===== src/hdl/sdsh_pkg.sv =====
package sdsh_pkg;

	localparam int BLOCK_BYTES = 512;
	localparam int WAKE_BYTES = 10;
	localparam int CNT_W = 10;

	typedef enum logic [4:0] {
		PH_IDLE     = 5'd0,
		PH_WAKE     = 5'd1,
		PH_CMD0     = 5'd2,
		PH_CMD8     = 5'd3,
		PH_CMD55    = 5'd4,
		PH_ACMD41   = 5'd5,
		PH_CMD58    = 5'd6,
		PH_CMD17    = 5'd7,
		PH_CMD24    = 5'd8,
		PH_CMD32    = 5'd9,
		PH_CMD33    = 5'd10,
		PH_CMD38    = 5'd11,
		PH_CMD13    = 5'd12,
		PH_R7TAIL   = 5'd13,
		PH_R7DUMMY  = 5'd14,
		PH_OCRTAIL  = 5'd15,
		PH_OCRDUMMY = 5'd16,
		PH_TOKEN    = 5'd17,
		PH_RDATA    = 5'd18,
		PH_RTAIL    = 5'd19,
		PH_WSTART   = 5'd20,
		PH_WDATA    = 5'd21,
		PH_WCRC     = 5'd22,
		PH_WRESP    = 5'd23,
		PH_WDUMMY   = 5'd24
	} phase_t;

	typedef enum logic [2:0] {
		CMD_BYTE   = 3'd0,
		CMD_INIT   = 3'd1,
		CMD_READ   = 3'd2,
		CMD_WRITE  = 3'd3,
		CMD_ERASE  = 3'd4,
		CMD_STATUS = 3'd5
	} cmd_t;

	localparam logic [2:0] ST_OK = 3'd0;
	localparam logic [2:0] ST_NO_IDLE = 3'd1;
	localparam logic [2:0] ST_UNKNOWN = 3'd2;
	localparam logic [2:0] ST_REJECT = 3'd3;
	localparam logic [2:0] ST_WREJECT = 3'd4;

	localparam logic [0:0] REG_RETRY = 1'b0;
	localparam logic [0:0] REG_POLL = 1'b1;

	// classified item passed from front to back
	typedef struct packed {
		logic [2:0]  command;
		logic [31:0] sector;
		logic [7:0]  miso_byte;
		logic [7:0]  write_byte;
	} item_t;

	typedef struct packed {
		logic [7:0] mosi_byte;
		logic       exchange_wanted;
		logic       chip_select_n;
		logic       slow_clock;
		logic [7:0] read_data;
		logic       read_valid;
		logic       done_res;
		logic [2:0] status;
	} result_t;

	function automatic logic [7:0] cmd_idx(input phase_t p);
		case (p)
			PH_CMD0:   cmd_idx = 8'd0;
			PH_CMD8:   cmd_idx = 8'd8;
			PH_CMD55:  cmd_idx = 8'd55;
			PH_ACMD41: cmd_idx = 8'd41;
			PH_CMD58:  cmd_idx = 8'd58;
			PH_CMD17:  cmd_idx = 8'd17;
			PH_CMD24:  cmd_idx = 8'd24;
			PH_CMD32:  cmd_idx = 8'd32;
			PH_CMD33:  cmd_idx = 8'd33;
			PH_CMD38:  cmd_idx = 8'd38;
			PH_CMD13:  cmd_idx = 8'd13;
			default:   cmd_idx = 8'd0;
		endcase
	endfunction

endpackage


===== src/hdl/sdsh_front.sv =====
module sdsh_front (
	input  logic               clk,
	input  logic               arst_n,
	input  logic               in_valid,
	output logic               in_stall,
	input  logic [2:0]         command,
	input  logic [31:0]        sector,
	input  logic [7:0]         miso_byte,
	input  logic [7:0]         write_byte,
	output logic               q_valid,
	input  logic               q_pop,
	output sdsh_pkg::item_t    q_item
);

	// two-entry queue
	sdsh_pkg::item_t mem_q [2];
	logic rd_ptr_q, wr_ptr_q;
	logic [1:0] count_q;
	logic push;

	assign in_stall = (count_q == 2'd2);
	assign push = in_valid && !in_stall;
	assign q_valid = (count_q != 2'd0);
	assign q_item = mem_q[rd_ptr_q];

	always_ff @(posedge clk) begin
		if (push) begin
			mem_q[wr_ptr_q] <= '{command, sector, miso_byte, write_byte};
		end
	end

	always_ff @(posedge clk or negedge arst_n) begin
		if (!arst_n) begin
			rd_ptr_q <= 1'b0;
			wr_ptr_q <= 1'b0;
			count_q <= 2'd0;
		end else begin
			if (push) wr_ptr_q <= !wr_ptr_q;
			if (q_pop) rd_ptr_q <= !rd_ptr_q;
			count_q <= count_q + {1'b0, push} - {1'b0, q_pop};
		end
	end

endmodule


===== src/hdl/sdsh_back.sv =====
module sdsh_back (
	input  logic               clk,
	input  logic               arst_n,
	input  logic               cfg_we,
	input  logic [0:0]         cfg_index,
	input  logic [7:0]         cfg_data,
	input  logic               q_valid,
	output logic               q_pop,
	input  sdsh_pkg::item_t    q_item,
	output logic               out_valid,
	input  logic               out_stall,
	output sdsh_pkg::result_t  res_q
);

	logic [7:0] retry_lim_q;
	logic [3:0] poll_lim_q;
	sdsh_pkg::phase_t phase_q, ph;
	logic [9:0] bc_q, bc;
	logic [3:0] pc_q, pc;
	logic [7:0] rc_q, rc;
	logic [1:0] kind_q, kind;
	logic [31:0] arg_q, arg, cap_q, cap;
	logic seen_q, seen;
	logic out_valid_q;
	sdsh_pkg::result_t res;
	logic step;
	logic [7:0] r, mosi, fidx, rd;
	logic [3:0] pc_inc;
	logic pdone, byte_addr, done, rv;
	logic [2:0] st;

	assign out_valid = out_valid_q;
	assign step = q_valid && (!out_valid_q || !out_stall);
	assign q_pop = step;
	assign r = q_item.miso_byte;
	assign byte_addr = (kind_q == 2'd1) || (kind_q == 2'd2);
	assign pc_inc = pc_q + 4'd1;
	assign pdone = pc_inc >= poll_lim_q;
	assign fidx = sdsh_pkg::cmd_idx(phase_q);

	always_comb begin
		ph = phase_q; bc = bc_q; pc = pc_q; rc = rc_q; kind = kind_q;
		arg = arg_q; cap = cap_q; seen = seen_q;
		mosi = 8'hFF; done = 1'b0; st = sdsh_pkg::ST_OK;
		rd = 8'd0; rv = 1'b0;
		if (phase_q == sdsh_pkg::PH_IDLE) begin
			case (q_item.command)
				sdsh_pkg::CMD_INIT: begin
					kind = 2'd0; ph = sdsh_pkg::PH_WAKE; bc = '0;
				end
				sdsh_pkg::CMD_READ, sdsh_pkg::CMD_WRITE, sdsh_pkg::CMD_ERASE: begin
					ph = (q_item.command == sdsh_pkg::CMD_READ) ? sdsh_pkg::PH_CMD17 :
						(q_item.command == sdsh_pkg::CMD_WRITE) ? sdsh_pkg::PH_CMD24 :
						sdsh_pkg::PH_CMD32;
					arg = byte_addr ? {q_item.sector[22:0], 9'd0} : q_item.sector;
					bc = '0; pc = '0; seen = 1'b0;
				end
				sdsh_pkg::CMD_STATUS: begin
					ph = sdsh_pkg::PH_CMD13; arg = '0; bc = '0; pc = '0; seen = 1'b0;
				end
				default: ;
			endcase
		end else if (phase_q inside {[sdsh_pkg::PH_CMD0 : sdsh_pkg::PH_CMD13]}
				&& bc_q < 10'd7) begin
			if (bc_q < 10'd6) begin
				bc = bc_q + 10'd1;
				case (bc)
					10'd1: mosi = fidx | 8'h40;
					10'd2: mosi = arg_q[31:24];
					10'd3: mosi = arg_q[23:16];
					10'd4: mosi = arg_q[15:8];
					10'd5: mosi = arg_q[7:0];
					10'd6: mosi = (fidx == 8'd0) ? 8'h95 : ((fidx == 8'd8) ? 8'h87 : 8'hFF);
					default: mosi = 8'hFF;
				endcase
			end else begin
				bc = 10'd7; pc = '0;
			end
		end else begin
			case (phase_q)
				sdsh_pkg::PH_WAKE: begin
					bc = bc_q + 10'd1;
					if (bc >= 10'(sdsh_pkg::WAKE_BYTES)) begin
						ph = sdsh_pkg::PH_CMD0; arg = '0; bc = '0; pc = '0; seen = 1'b0;
					end
				end
				sdsh_pkg::PH_CMD0: begin
					if (r == 8'h01) seen = 1'b1;
					pc = pc_inc;
					if (pdone) begin
						if (seen) begin
							ph = sdsh_pkg::PH_CMD8; arg = 32'h000001AA;
							bc = '0; pc = '0; seen = 1'b0;
						end else begin
							kind = 2'd0; ph = sdsh_pkg::PH_IDLE; done = 1'b1;
							st = sdsh_pkg::ST_NO_IDLE;
						end
					end
				end
				sdsh_pkg::PH_CMD8: begin
					if (r == 8'h05) begin
						kind = 2'd1; ph = sdsh_pkg::PH_R7DUMMY;
					end else if (r == 8'h01) begin
						pc = pc_inc; ph = sdsh_pkg::PH_R7TAIL; bc = '0; cap = '0;
					end else begin
						pc = pc_inc;
						if (pdone) ph = sdsh_pkg::PH_R7DUMMY;
					end
				end
				sdsh_pkg::PH_R7TAIL: begin
					cap = {cap_q[23:0], r};
					bc = bc_q + 10'd1;
					if (bc >= 10'd4) begin
						if (cap[15:0] == 16'h01AA) begin
							kind = 2'd2; ph = sdsh_pkg::PH_R7DUMMY;
						end else if (pc_q >= poll_lim_q) begin
							ph = sdsh_pkg::PH_R7DUMMY;
						end else begin
							ph = sdsh_pkg::PH_CMD8; bc = 10'd7;
						end
					end
				end
				sdsh_pkg::PH_R7DUMMY: begin
					if (kind_q == 2'd0) begin
						ph = sdsh_pkg::PH_IDLE; done = 1'b1; st = sdsh_pkg::ST_UNKNOWN;
					end else begin
						rc = '0; ph = sdsh_pkg::PH_CMD55; arg = '0;
						bc = '0; pc = '0; seen = 1'b0;
					end
				end
				sdsh_pkg::PH_CMD55: begin
					pc = pc_inc;
					if (pdone) begin
						ph = sdsh_pkg::PH_ACMD41; arg = 32'h40000000;
						bc = '0; pc = '0; seen = 1'b0;
					end
				end
				sdsh_pkg::PH_ACMD41: begin
					if (r == 8'h00) seen = 1'b1;
					pc = pc_inc;
					if (pdone) begin
						rc = rc_q + 8'd1;
						if (seen) begin
							if (kind_q == 2'd2) begin
								cap = '0; ph = sdsh_pkg::PH_CMD58; arg = '0;
								bc = '0; pc = '0; seen = 1'b0;
							end else begin
								ph = sdsh_pkg::PH_IDLE; done = 1'b1;
							end
						end else if (rc >= retry_lim_q) begin
							kind = 2'd0; ph = sdsh_pkg::PH_IDLE; done = 1'b1;
							st = sdsh_pkg::ST_REJECT;
						end else begin
							ph = sdsh_pkg::PH_CMD55; arg = '0; bc = '0; pc = '0; seen = 1'b0;
						end
					end
				end
				sdsh_pkg::PH_CMD58: begin
					if (r == 8'h00) begin
						ph = sdsh_pkg::PH_OCRTAIL; bc = '0; cap = '0;
					end else begin
						pc = pc_inc;
						if (pdone) begin
							cap = '0; ph = sdsh_pkg::PH_OCRDUMMY;
						end
					end
				end
				sdsh_pkg::PH_OCRTAIL: begin
					cap = {cap_q[23:0], r};
					bc = bc_q + 10'd1;
					if (bc >= 10'd4) ph = sdsh_pkg::PH_OCRDUMMY;
				end
				sdsh_pkg::PH_OCRDUMMY: begin
					kind = (cap_q[31:30] == 2'b11) ? 2'd3 : 2'd2;
					ph = sdsh_pkg::PH_IDLE; done = 1'b1;
				end
				sdsh_pkg::PH_CMD17, sdsh_pkg::PH_TOKEN, sdsh_pkg::PH_CMD24,
				sdsh_pkg::PH_CMD32, sdsh_pkg::PH_CMD33, sdsh_pkg::PH_CMD38,
				sdsh_pkg::PH_CMD13: begin
					if (r == ((phase_q == sdsh_pkg::PH_TOKEN) ? 8'hFE : 8'h00)) begin
						case (phase_q)
							sdsh_pkg::PH_CMD17: begin ph = sdsh_pkg::PH_TOKEN; pc = '0; end
							sdsh_pkg::PH_TOKEN: begin ph = sdsh_pkg::PH_RDATA; bc = '0; end
							sdsh_pkg::PH_CMD24: begin ph = sdsh_pkg::PH_WSTART; mosi = 8'hFE; end
							sdsh_pkg::PH_CMD32: begin
								ph = sdsh_pkg::PH_CMD33;
								arg = arg_q + (byte_addr ? 32'd512 : 32'd1);
								bc = '0; pc = '0; seen = 1'b0;
							end
							sdsh_pkg::PH_CMD33: begin
								ph = sdsh_pkg::PH_CMD38; arg = '0; bc = '0; pc = '0; seen = 1'b0;
							end
							default: begin ph = sdsh_pkg::PH_IDLE; done = 1'b1; end
						endcase
					end else begin
						pc = pc_inc;
						if (pdone) begin
							ph = sdsh_pkg::PH_IDLE; done = 1'b1; st = sdsh_pkg::ST_REJECT;
						end
					end
				end
				sdsh_pkg::PH_RDATA: begin
					rd = r; rv = 1'b1;
					if (bc_q >= 10'(sdsh_pkg::BLOCK_BYTES - 1)) begin
						ph = sdsh_pkg::PH_RTAIL; bc = '0;
					end else bc = bc_q + 10'd1;
				end
				sdsh_pkg::PH_RTAIL: begin
					bc = bc_q + 10'd1;
					if (bc >= 10'd3) begin ph = sdsh_pkg::PH_IDLE; done = 1'b1; end
				end
				sdsh_pkg::PH_WSTART: begin
					ph = sdsh_pkg::PH_WDATA; bc = '0; mosi = q_item.write_byte;
				end
				sdsh_pkg::PH_WDATA: begin
					if (bc_q >= 10'(sdsh_pkg::BLOCK_BYTES - 1)) begin
						ph = sdsh_pkg::PH_WCRC; bc = '0;
					end else begin
						bc = bc_q + 10'd1; mosi = q_item.write_byte;
					end
				end
				sdsh_pkg::PH_WCRC: begin
					bc = bc_q + 10'd1;
					if (bc >= 10'd2) ph = sdsh_pkg::PH_WRESP;
				end
				sdsh_pkg::PH_WRESP: begin
					seen = (r[4:0] == 5'h05);
					ph = sdsh_pkg::PH_WDUMMY;
				end
				sdsh_pkg::PH_WDUMMY: begin
					ph = sdsh_pkg::PH_IDLE; done = 1'b1;
					st = seen_q ? sdsh_pkg::ST_OK : sdsh_pkg::ST_WREJECT;
				end
				default: begin
					ph = sdsh_pkg::PH_IDLE; done = 1'b1; st = sdsh_pkg::ST_REJECT;
				end
			endcase
		end
	end

	always_comb begin
		res = '0;
		res.exchange_wanted = (ph != sdsh_pkg::PH_IDLE);
		res.mosi_byte = res.exchange_wanted ? mosi : 8'hFF;
		res.chip_select_n = (ph == sdsh_pkg::PH_IDLE) || (ph == sdsh_pkg::PH_WAKE);
		res.slow_clock = (ph == sdsh_pkg::PH_WAKE) || (ph == sdsh_pkg::PH_CMD0) ||
			((ph == sdsh_pkg::PH_IDLE) && (kind == 2'd0));
		res.read_data = rd;
		res.read_valid = rv;
		res.done_res = done;
		res.status = st;
	end

	always_ff @(posedge clk) begin
		if (step) res_q <= res;
	end

	always_ff @(posedge clk or negedge arst_n) begin
		if (!arst_n) begin
			retry_lim_q <= 8'd100;
			poll_lim_q <= 4'd5;
			phase_q <= sdsh_pkg::PH_IDLE;
			bc_q <= '0; pc_q <= '0; rc_q <= '0; kind_q <= '0;
			arg_q <= '0; cap_q <= '0; seen_q <= 1'b0;
			out_valid_q <= 1'b0;
		end else begin
			if (cfg_we) begin
				if (cfg_index == sdsh_pkg::REG_RETRY) retry_lim_q <= cfg_data;
				else poll_lim_q <= cfg_data[3:0];
			end
			if (step) begin
				phase_q <= ph; bc_q <= bc; pc_q <= pc; rc_q <= rc; kind_q <= kind;
				arg_q <= arg; cap_q <= cap; seen_q <= seen;
			end
			if (step) out_valid_q <= 1'b1;
			else if (!out_stall) out_valid_q <= 1'b0;
		end
	end

endmodule


===== src/hdl/sd_card_spi_host_sequencer.sv =====
// channel  | handshake           | payload
// in       | in_valid, in_stall  | command, sector, miso_byte, write_byte
// out      | out_valid, out_stall| mosi_byte .. status
// cfg      | cfg_we              | cfg_index, cfg_data
// one result per transaction; a transaction passes a two-entry queue and then
// the sequencer step; one item per cycle sustained while out_stall is low.
// an accepted input is registered in the queue, then in the result register.
// reset clears the queue, the sequencer state and loads the register defaults.
// out_stall holds the result register and backs the queue up to in_stall.
module sd_card_spi_host_sequencer (
	input  logic        clk,
	input  logic        arst_n,
	input  logic        cfg_we,
	input  logic [0:0]  cfg_index,
	input  logic [7:0]  cfg_data,
	input  logic        in_valid,
	output logic        in_stall,
	input  logic [2:0]  command,
	input  logic [31:0] sector,
	input  logic [7:0]  miso_byte,
	input  logic [7:0]  write_byte,
	output logic        out_valid,
	input  logic        out_stall,
	output logic [7:0]  mosi_byte,
	output logic        exchange_wanted,
	output logic        chip_select_n,
	output logic        slow_clock,
	output logic [7:0]  read_data,
	output logic        read_valid,
	output logic        done_res,
	output logic [2:0]  status
);

	logic q_valid, q_pop;
	sdsh_pkg::item_t q_item;
	sdsh_pkg::result_t res;

	sdsh_front u_front (
		.clk, .arst_n, .in_valid, .in_stall, .command, .sector, .miso_byte,
		.write_byte, .q_valid, .q_pop, .q_item
	);

	sdsh_back u_back (
		.clk, .arst_n, .cfg_we, .cfg_index, .cfg_data, .q_valid, .q_pop, .q_item,
		.out_valid, .out_stall, .res_q(res)
	);

	assign mosi_byte = res.mosi_byte;
	assign exchange_wanted = res.exchange_wanted;
	assign chip_select_n = res.chip_select_n;
	assign slow_clock = res.slow_clock;
	assign read_data = res.read_data;
	assign read_valid = res.read_valid;
	assign done_res = res.done_res;
	assign status = res.status;

endmodule


===== config.mk =====
export PLATFORM = sky130hd
export DESIGN_NAME = sd_card_spi_host_sequencer
export DESIGN_NICKNAME = d
export VERILOG_FILES = /design/src/hdl/sdsh_pkg.sv /design/src/hdl/sdsh_front.sv /design/src/hdl/sdsh_back.sv /design/src/hdl/sd_card_spi_host_sequencer.sv
export SDC_FILE = /design/constraint.sdc
export NUM_CORES = 1
export LEC_CHECK = 0
export BUFFER_PORTS_ARGS = -buffer_cell sky130_fd_sc_hd__clkbuf_2
export CAP_MARGIN = 15
export CORE_MARGIN = 2
export CORE_UTILIZATION = 25
export CTS_CLUSTER_SIZE = 24
export DETAILED_ROUTE_END_ITERATION = 6
export PLACE_DENSITY = 0.42
export SETUP_SLACK_MARGIN = 0.05
export SYNTH_ARGS = -nofsm -noshare
export SYNTH_HDL_FRONTEND = slang
export SYNTH_SLANG_ARGS = --single-unit

===== constraint.sdc =====
create_clock -name clk -period 3.1 [get_ports clk]
set_input_delay 0.62 -clock clk [delete_from_list [all_inputs] [get_ports clk]]
set_output_delay 0.62 -clock clk [all_outputs]
set_load 0.02 [all_outputs]

==> qor.yml, run 1 <==
cp_cell_sequence: "ha_2 -> xor2_1 -> ha_2 -> or3_4 -> o22a_1 -> or4_1 -> nand4_1 -> a221o_1 -> nor4_4 -> a41o_2 -> buf_6 -> o21ai_2 -> a31oi_1"
synth_cells: 1288
start_kind: "register"
finalPower_mw: 15.3
p_int_mw: 9.20
irDropWorstVdd_uv: 476
comb_power_share_pct: 49.9
start_util_pct: 25.1
clock_path_buffers: 3
synthToLayoutAreaGrowth_pct: 43.1
async_flop_share_pct: 42.5
cpMostUsedCell: "ha_2"
die_area_mm2: 0.0532
slew_headroom_pct: 49.8
crit_arrival_ns: 3.53
diodes: 0
skew_ns: 0.00998
worst_slack_ns: -0.111
clk_pin_slew_ns: 0.06
grt_pass1_wl_mm: 71.1
status: "finished, violations left"
place_congestion: 0.926
critPathMaxStageDelay_ns: 0.42
port_buffers: 90
rows: 83
antenna_found_initial: 0
cts_tree: "yes"
crit_buf_inv: 1
cts_max_level: 1
drc: 0
num_vias: 11817
power_frac_clock_pct: 21.0
routedWlPerCell_um: 20.1
numPlacedInstances: 2268
core_mm2: 0.0511
die_w_um: 231
final_cells: 2350
crit_required_ns: 3.42
crit_slowest_cell: "or4_1"
synth_edf_count: 126
pwr-share-seq_pct: 29.1
fin_crit_sh_pct: 104
crit_fanout: 4
nNetsFinal: 1752
hold_path_class: "in -> async"
violations: "negative setup slack"
max_clock_freq_mhz: 311
vias_per_cell: 5.03
postRouteAntennaNets: 0
yosys_warnings: 0
met3_usage_pct: 2.53
syn_area_mm2: 0.0128
yosys_register_bits: 219
tightest_slew_ns: 0.753
first_iter_violations: 823
grt_usage_pct: 17.3
pin_count: 91
routed_wl_mm: 47.2
synthSimpleGateAreaFrac_pct: 17.8
cp_top_family: "simple AND/OR/NAND/NOR gates"
end_kind: "register"
power.switching_mw: 6.12
p_per_area_mw_per_mm2: 833
ys_types: 87
use_met2_pct: 29.3
syn_nets: 1390
clk_latency_ns: 0.58
crit_type: "reg -> reg"
dp_hpwl_mm: 35.3
cts.sinks: 219
slew_viol_final: 0
syn_area_per_cell_um2: 9.98
cap_violations: 0
synth_adder_area_share_pct: 3.60
root_buffer: "clkbuf_16"
numCtsBuffers: 27
setup_viol: 30
grt.met1_usage_pct: 22.7
grt_max_degree: 54
rsz0062_at_grt: "true"
finalHoldViolations: 0
yosys-mux-area-fraction_pct: 6.81
switching_share_pct: 40.0
grt_pass1_vias: 11872
synth-seq-area-share_pct: 47.6
power_leakage_nw: 7.36
synth_compound_area_share_pct: 19.1
period_needed_ns: 3.21
grt-ovfl-total: 0
synth_ff_type: "edfxtp_1"
drive_above_1_share_pct: 40.9
synth_top_family_by_area: "compound AO/OA/AOI/OAI gates"
synth_xor_area_share_pct: 1.16
die_y_um: 231
dr.pass1.iters: 6
gr-max-usage-layer: "met2"
## registers in the layout, summed over array words and instances, names as in the netlist, 2 cells and up
register,count
u_front.count_q,2
u_back.arg_q,32
u_back.bc_q,10
u_back.kind_q,2
u_back.rc_q,8
u_front.mem_q,102
u_back.poll_lim_q,4
u_back.phase_q,5
u_back.retry_lim_q,8
u_back.res_q,24
u_back.cap_q,14
u_back.pc_q,4
## cell usage in the layout (no fill, tap or decap), types with 15 or more instances in the layout
cell | netlist | routed
nand3_1 | 57 | 54
o21ai_1 | 31 | 21
nand2_1 | 136 | 132
buf_4 | 2 | 280
buf_6 | 3 | 18
mux4_2 | 19 | 19
and2_1 | 18 | 15
o21ai_0 | 99 | 60
clkbuf_2 | 0 | 89
nor2_1 | 97 | 90
mux2i_1 | 32 | 31
edfxtp_1 | 126 | 126
o21ai_2 | 1 | 38
a21oi_1 | 57 | 43
a31oi_1 | 23 | 21
clkbuf_16 | 0 | 30
inv_1 | 44 | 40
nor3_1 | 26 | 18
dfrtp_1 | 88 | 85
ha_1 | 37 | 26
and3_1 | 22 | 16
## synth_stat cells, types with 6 or more instances
cell | count | area, um2
a21o_1 | 6 | 45.0
and3_1 | 22 | 138
nor4_1 | 9 | 56.3
a22o_1 | 9 | 78.8
nand4_1 | 10 | 62.6
nor2_1 | 97 | 364
xor2_1 | 6 | 52.6
o31ai_1 | 17 | 128
or3_1 | 6 | 37.5
nor3_1 | 26 | 130
edfxtp_1 | 126 | 3780
a32oi_1 | 6 | 52.6
a22oi_1 | 11 | 82.6
buf_1 | 8 | 30.0
o21ai_0 | 99 | 495
inv_1 | 44 | 165
xnor2_1 | 11 | 96.3
o22ai_1 | 12 | 75.1
ha_1 | 37 | 463
a31oi_1 | 23 | 144
nor2b_1 | 12 | 75.1
mux4_2 | 19 | 428
nand2_1 | 136 | 510
mux2i_1 | 32 | 320
o21a_1 | 6 | 45.0
o21ai_1 | 31 | 155
or2_2 | 6 | 37.5
nand3_1 | 57 | 285
dfrtp_1 | 88 | 2200
a221oi_1 | 10 | 87.6
mux2_2 | 10 | 113
a21oi_1 | 57 | 285
a211oi_1 | 15 | 113
buf_2 | 20 | 100
o211ai_1 | 9 | 67.6
clkbuf_1 | 43 | 161
and2_1 | 18 | 113
nor3b_1 | 7 | 52.6
nand2b_1 | 17 | 106
## per-layer routing
| layer | up-vias | share of wire (%) |
|---|---|---|
| li1 | 5609 | - |
| met1 | 5829 | 44 |
| met2 | 286 | 48 |
| met3 | 93 | 4.7 |
| met4 | 0 | 3.7 |
| met5 | - | 0 |
## per-stage QoR
| step | util (%) | hold slack, ns | setup TNS (ns) | cell area (um2) | setup WS (ns) |
|---|---|---|---|---|---|
| floorplan | - | 0.324 | 0 | 12900 | 0.0669 |
| global placement | 31.6 | 0.460 | -9.84 | 16200 | -0.398 |
| detailed placement | 31.6 | 0.467 | -10.13 | 16200 | -0.341 |
| CTS | 34.3 | 0.0627 | -1.43 | 17500 | -0.108 |
| global route | 36.0 | 0.0880 | -6.70 | 18400 | -0.230 |
| finish | 36.0 | 0.0526 | -2.17 | 18400 | -0.111 |
## cells by family (layout without fill, tap and decap cells)
family | Yosys count | after routing
AO/OA/AOI/OAI | 375 | 375
multiplexers | 62 | 62
adder cells (fa/ha/maj) | 37 | 37
buffers and inverters | 120 | 501
flip-flops | 219 | 219
XOR/XNOR | 17 | 17
AND/OR/NAND/NOR | 458 | 459
## cell type report
cell class / count / area (um2)
clock inverter: 19 / 206
tap: 680 / 851
inverter: 44 / 168
clock buffer: 30 / 687
fill: 5229 / 32700
timing repair buffer: 408 / 3160
multi-input combinational: 950 / 7190
sequential: 219 / 6120
## final timing paths
check | from | endpoint | slack [ns] | cells past startpoint
hold reg to reg | u_back.cap_q[0] | u_back.cap_q[0] | 0.48 | 2
setup / recovery | u_back.pc_q[0] | u_back.res_q[13] | -0.11 | 13
hold / removal | arst_n | u_back.cap_q[6] | 0.05 | 1
min in group clk | sector[7] | u_front.mem_q[1][23] | 0.24 | 1
max in group asynchronous | arst_n | u_back.retry_lim_q[6] | 2.26 | 2
setup reg to reg | u_back.pc_q[0] | u_back.res_q[13] | -0.11 | 13
## power by group through the flow
stage | combinational [mW] | sequential (mW) | clock, mW
finish | 7.64 | 4.46 | 3.22
global route | 8.20 | 4.53 | 3.42
CTS | 6.75 | 4.43 | 3.33
detailed placement | 6.15 | 4.47 | 0
global placement | 6.11 | 4.46 | 0
floorplan | 3.44 | 4.35 | 0
## what timing repair did
item | 4_1_cts | 5_1_grt
hold endpoints to repair | 0 | 0
resized for setup | 114 | 150
endpoints found under the setup margin | 54 | 79
cloned | 2 | 4
pin swaps | 47 | 68
buffers inserted | 13 | 18
hold buffers | 0 | 0
Power figures use the tool's default switching activity.
==> inputs of run 2 (changes only) <==
==> constraint.sdc (replaced) <==
create_clock -name clk -period 2.8 [get_ports clk]
set_input_delay 0.56 -clock clk [delete_from_list [all_inputs] [get_ports clk]]
set_output_delay 0.56 -clock clk [all_outputs]
set_load 0.02 [all_outputs]
==> qor.yml, run 2 (same netlist as run 1, synthesis figures left out) <==
status: "finished, violations left"
violations: "negative setup slack"
pin_count: 91  # unchanged
final_core_util_pct: 38.4  # +2.5 points
power.switching_mw: 7.04  # +15%
core_mm2: 0.0511  # unchanged
port_buffers: 90  # unchanged
finalPower_mw: 17.8  # +16%
rows: 83  # unchanged
crit_arrival_ns: 3.68  # +0.15 ns
crit_fanout: 8  # +4
worst_slack_ns: -0.438  # -0.327 ns
grt_max_degree: 94  # +74%
max_clock_freq_mhz: 309  # -0.84%
clk_latency_ns: 0.57  # about the same
slew_headroom_pct: 50.6  # +0.77 points
start_kind: "register"
fillerInstances: 5172  # -1.1%
power_leakage_nw: 7.89  # +7.3%
vias_per_cell: 4.98  # -0.93%
cts_max_level: 1  # unchanged
placed_cell_area_mm2: 0.0167  # +3.6%
irDropWorstVdd_uv: 524  # +10%
finish.instance_area_mm2: 0.0196  # +6.8%
drive_above_1_share_pct: 47.0  # +6.2 points
postRouteAntennaNets: 0  # unchanged
dr.pass1.iters: 5  # -1
drc: 0  # unchanged
fin_crit_sh_pct: 116  # +12 points
clk_pin_slew_ns: 0.06  # about the same
top_register: "u_front.mem_q"
pre_cts_ws_ns: -0.574  # -0.233 ns
reg_top3: "u_front.mem_q (102), u_back.arg_q (32), u_back.res_q (24)"
routed_wl_mm: 48.8  # +3.3%
grt-ovfl-total: 0  # unchanged
hold_path_class: "in -> async"
cp_cell_sequence: "ha_4 -> nand3_4 -> nor2_4 -> xnor2_2 -> ha_1 -> a21oi_2 -> nand2_1 -> a21oi_2 -> o21ai_4 -> o311ai_4 -> a21oi_2 -> or3_4 -> buf_6 -> buf_16 -> o21ai_2 -> o21ai_1"
crit_buf_inv: 2  # +1
cp_top_family: "compound AO/OA/AOI/OAI gates"
tightest_slew_ns: 0.742  # -0.0116 ns
grt_pass1_wl_mm: 74.0  # +4.1%
nNetsFinal: 1826  # +4.2%
timing.hold.ws_ns: 0.0532  # +0.000568 ns
numCtsBuffers: 27  # unchanged
pwr-share-seq_pct: 27.6  # -1.5 points
tns_ns: -21.11  # -18.94 ns
die_y_um: 231  # unchanged
critPathMaxStageDelay_ns: 0.47  # +0.05 ns
die_w_um: 231  # unchanged
place_congestion: 0.920  # -0.64%
largest_reg_flops: 102  # unchanged
start_util_pct: 25.1  # unchanged
p_int_mw: 10.7  # +17%
cap_violations: 0  # unchanged
root_buffer: "clkbuf_16"
slew_viol_final: 0  # unchanged
diodes: 0  # unchanged
cpMostUsedCell: "a21oi_2"
crit_slowest_cell: "or3_4"
crit_type: "reg -> reg"
power_frac_clock_pct: 20.6  # -0.4 points
first_iter_violations: 815  # -0.97%
num_vias: 12081  # +2.2%
dp_hpwl_mm: 35.6  # +0.81%
skew_ns: 0.0164  # +0.00643 ns
cts_tree: "yes"
cts.sinks: 219  # unchanged
setup_viol: 63  # +110%
numPlacedInstances: 2318  # +2.2%
comb_power_share_pct: 51.9  # +2.0 points
grt_usage_pct: 18.1  # +0.74 points
routedWlPerCell_um: 20.1  # about the same
layout_common_cells: "buf_4, edfxtp_1, nand2_1, clkbuf_2, nor2_1"
period_needed_ns: 3.24  # +0.0271 ns
die_area_mm2: 0.0532  # unchanged
p_per_area_mw_per_mm2: 905  # +8.6%
grt_pass1_vias: 12382  # +4.3%
switching_share_pct: 39.6  # -0.35 points
clock_path_buffers: 3  # unchanged
final_common_cell: "buf_4"
synthToLayoutAreaGrowth_pct: 52.8
cts_hold_buf: 0  # unchanged
finalHoldViolations: 0  # unchanged
end_kind: "register"
rsz0062_at_grt: "true"
final_cells: 2425  # +3.2%
antenna_found_initial: 0  # unchanged
crit_required_ns: 3.25  # -0.17 ns
-- run 2: final timing paths --
kind                                  from  cells past startpoint                  end  slack (ns)
max in group asynchronous           arst_n                      2     u_front.rd_ptr_q        2.29
hold / removal                      arst_n                      2     u_back.cap_q[14]        0.05
setup reg to reg            u_back.rc_q[0]                     16      u_back.arg_q[6]       -0.44
setup / recovery            u_back.rc_q[0]                     16      u_back.arg_q[6]       -0.44
hold reg to reg            u_back.cap_q[0]                      2      u_back.cap_q[0]        0.49
min in group clk              miso_byte[0]                      1  u_front.mem_q[1][8]        0.18
-- run 2: worst reg2reg max path: stages, from the launching register on --
cell and delay [ns]:
dfrtp_1 0.43, ha_4 0.17, nand3_4 0.08, nor2_4 0.14, xnor2_2 0.13, ha_1 0.29
a21oi_2 0.13, nand2_1 0.08, a21oi_2 0.17, o21ai_4 0.11, o311ai_4 0.35, a21oi_2 0.08
or3_4 0.47, buf_6 0.17, buf_16 0.15, o21ai_2 0.12, o21ai_1 0.06
-- run 2: final cells by class --
| cell class | count | area, um2 | share of cell area (%) |
|---|---|---|---|
| Clock inverter | 15 | 196 | 1.00 |
| Timing Repair Buffer | 482 | 3870 | 19.7 |
| Clock buffer | 35 | 716 | 3.64 |
| Sequential cell | 219 | 6130 | 31.2 |
| Multi-Input combinational cell | 950 | 7700 | 39.2 |
| Inverter | 44 | 175 | 0.892 |
| Tap cell | 680 | 851 | 4.33 |
-- run 2: repair_timing --
item | 4_1_cts | 5_1_grt
setup endpoints to repair | 88 | 89
gates resized for setup | 192 | 138
pin swaps | 62 | 67
buffers inserted | 31 | 27
cloned | 10 | 1
-- run 2: per-layer routing --
| layer | routed length [um] | vias up | global-route usage, % |
|---|---|---|---|
| met5 | 0 | - | 0 |
| met2 | 24100 | 273 | 30.9 |
| met1 | 20800 | 5953 | 23.0 |
| met3 | 1830 | 98 | 2.79 |
| li1 | - | 5757 | - |
| met4 | 2030 | 0 | 6.77 |
-- run 2: power by group through the flow --
stage / clock, mW / sequential [mW] / combinational, mW
after floorplan: 0 / 4.82 / 4.08
after global placement: 0 / 4.93 / 7.28
after detailed placement: 0 / 4.94 / 7.30
after CTS: 3.78 / 4.88 / 8.76
after global routing: 3.91 / 4.97 / 9.90
final: 3.66 / 4.90 / 9.21
==> inputs of run 3 (changes only) <==
--- a/config.mk
+++ b/config.mk
@@ -7,7 +7,7 @@
 export LEC_CHECK = 0
 export BUFFER_PORTS_ARGS = -buffer_cell sky130_fd_sc_hd__clkbuf_2
 export CAP_MARGIN = 15
-export CORE_MARGIN = 2
+export CORE_MARGIN = 4
 export CORE_UTILIZATION = 25
 export CTS_CLUSTER_SIZE = 24
 export DETAILED_ROUTE_END_ITERATION = 6
==> qor.yml, run 3 (same netlist as run 1, synthesis figures left out) <==
status: "finished, violations left"
violations: "negative setup slack"
grt_pass1_vias: 12463  # +0.65%
antenna_found_initial: 0  # unchanged
grt-ovfl-total: 0  # unchanged
dp_hpwl_mm: 35.8  # +0.67%
dr.pass1.iters: 5  # unchanged
finalPower_mw: 17.5  # -1.7%
clk_pin_slew_ns: 0.06  # about the same
irDropWorstVdd_uv: 470  # -10%
start_util_pct: 25.5  # +0.31 points
cts_tree: "yes"
die_y_um: 235  # +1.7%
crit_required_ns: 3.12  # -0.13 ns
finalHoldViolations: 0  # unchanged
clock_path_buffers: 3  # unchanged
tightest_slew_ns: 0.778  # +0.0363 ns
power_leakage_nw: 7.82  # -0.84%
timing.hold.ws_ns: 0.0615  # +0.00830 ns
place_congestion: 0.945  # +2.7%
critPathMaxStageDelay_ns: 0.42  # -0.05 ns
fillerInstances: 5042  # -2.5%
slew_headroom_pct: 48.1  # -2.4 points
crit_arrival_ns: 3.47  # -0.21 ns
final_cells: 2407  # -0.74%
cts_max_level: 1  # unchanged
drc: 0  # unchanged
clk_latency_ns: 0.58  # about the same
max_clock_freq_mhz: 318  # +2.8%
rsz0062_at_grt: "true"
pin_count: 91  # unchanged
routed_wl_mm: 48.5  # -0.55%
slew_viol_final: 0  # unchanged
cp_cell_sequence: "ha_2 -> ha_1 -> or3_4 -> o22a_1 -> or4_1 -> nand4_1 -> a221o_1 -> nor4_2 -> a41o_4 -> nand3_4 -> buf_12 -> nand3_2"
grt_usage_pct: 16.9  # -1.1 points
crit_type: "reg -> reg"
core_mm2: 0.0505  # -1.2%
root_buffer: "clkbuf_16"
layout_common_cells: "buf_4, edfxtp_1, nand2_1, clkbuf_2, nor2_1"
reg_top3: "u_front.mem_q (102), u_back.arg_q (32), u_back.res_q (24)"
grt_pass1_wl_mm: 74.5  # +0.71%
numCtsBuffers: 26  # -3.7%
period_needed_ns: 3.15  # -0.0889 ns
rows: 82  # -1.2%
cts.sinks: 219  # unchanged
routedWlPerCell_um: 20.1  # +0.19%
postRouteAntennaNets: 0  # unchanged
top_register: "u_front.mem_q"
num_vias: 12047  # -0.28%
first_iter_violations: 718  # -12%
hold_path_class: "in -> async"
cap_violations: 0  # unchanged
die_w_um: 235  # +1.7%
final_core_util_pct: 38.7  # +0.26 points
tns_ns: -15.48  # +5.63 ns
setup_viol: 70  # +11%
crit_fanout: 4  # -4
final_common_cell: "buf_4"
diodes: 0  # unchanged
p_per_area_mw_per_mm2: 894  # -1.2%
vias_per_cell: 5.00  # +0.46%
numPlacedInstances: 2324  # +0.26%
nNetsFinal: 1817  # -0.49%
end_kind: "register"
port_buffers: 90  # unchanged
die_area_mm2: 0.0551  # +3.5%
synthToLayoutAreaGrowth_pct: 52.0
worst_slack_ns: -0.349  # +0.0889 ns
crit_slowest_cell: "or4_1"
multi_input_area_mm2: 0.00768  # -0.32%
grt_max_degree: 94  # unchanged
start_kind: "register"
register_area_mm2: 0.00613  # unchanged
skew_ns: 0.0327  # +0.0162 ns
drive_above_1_share_pct: 46.3  # -0.71 points
fin_crit_sh_pct: 112  # -3.2 points
largest_reg_flops: 102  # unchanged
==> run 3: changes by cell type in the layout (fill, tap and decap cells not counted), moves of 4 or more <==
cell and delta:
buf_16 +5, buf_4 -10, bufinv_16 -4, o21ai_0 +4
o21ai_1 -6, o21ai_2 -4, o21ai_4 +6
==> run 3: timing repair <==
item / 4_1_cts / 5_1_grt
endpoints found under the hold margin: 0 / 0
buffers inserted: 27 / 4
pin swaps: 66 / 45
hold buffers: 0 / 0
cloned: 10 / 0
setup endpoints to repair: 85 / 88
gates resized for setup: 195 / 112
==> run 3: path summary, 6_finish.rpt <==
kind / start / end / slack (ns) / depth (start not counted)
min in group clk: write_byte[7] / u_front.mem_q[0][7] / 0.17 / 1
worst max register to register: u_back.pc_q[1] / u_back.res_q[21] / -0.35 / 12
worst max-delay path: u_back.pc_q[1] / u_back.res_q[21] / -0.35 / 12
worst min-delay path: arst_n / u_back.cap_q[6] / 0.06 / 2
worst min register to register: u_back.cap_q[2] / u_back.cap_q[2] / 0.49 / 2
max in group asynchronous: arst_n / u_front.rd_ptr_q / 2.29 / 2
==> run 3: layout make-up <==
type	instances	area share, %
clock inverters	10	0.404
multi-input cells	949	39.3
flip-flops and latches	219	31.4
repair buffers	475	19.8
inverters	44	0.897
clock buffers	38	3.93
well taps	672	4.30
==> run 3: critical path, delay by kind of cell (launching register included) <==
family	cells	cell delay, ns
fa+ha+maj	2	0.50
simple gates	6	1.18
buf+inv	1	0.13
compound gates	3	0.71
flops	1	0.40
==> run 3: power by group <==
part	internal, mW	switching [mW]
combinational	4.23	4.99
sequential	4.30	0.627
clock	1.91	1.41
==> run 3: metal layers <==
metal / global-route usage [%] / part of all wire (%) / wire (um)
met4: 6.03 / 4.2 / 2060
met3: 2.18 / 3.6 / 1740
met1: 21.8 / 43 / 21100
met2: 29.3 / 49 / 23600
met5: 0 / 0 / 0
==> run 3: through the flow <==
| step | worst slack [ns] | instance area, um2 |
|---|---|---|
| 2_1_floorplan | -0.253 | 13200 |
| 3_3_place_gp | -0.657 | 16900 |
| 3_5_place_dp | -0.643 | 16900 |
| 4_1_cts | -0.428 | 19000 |
| 5_1_grt | -0.482 | 19500 |
| 6_report | -0.349 | 19500 |
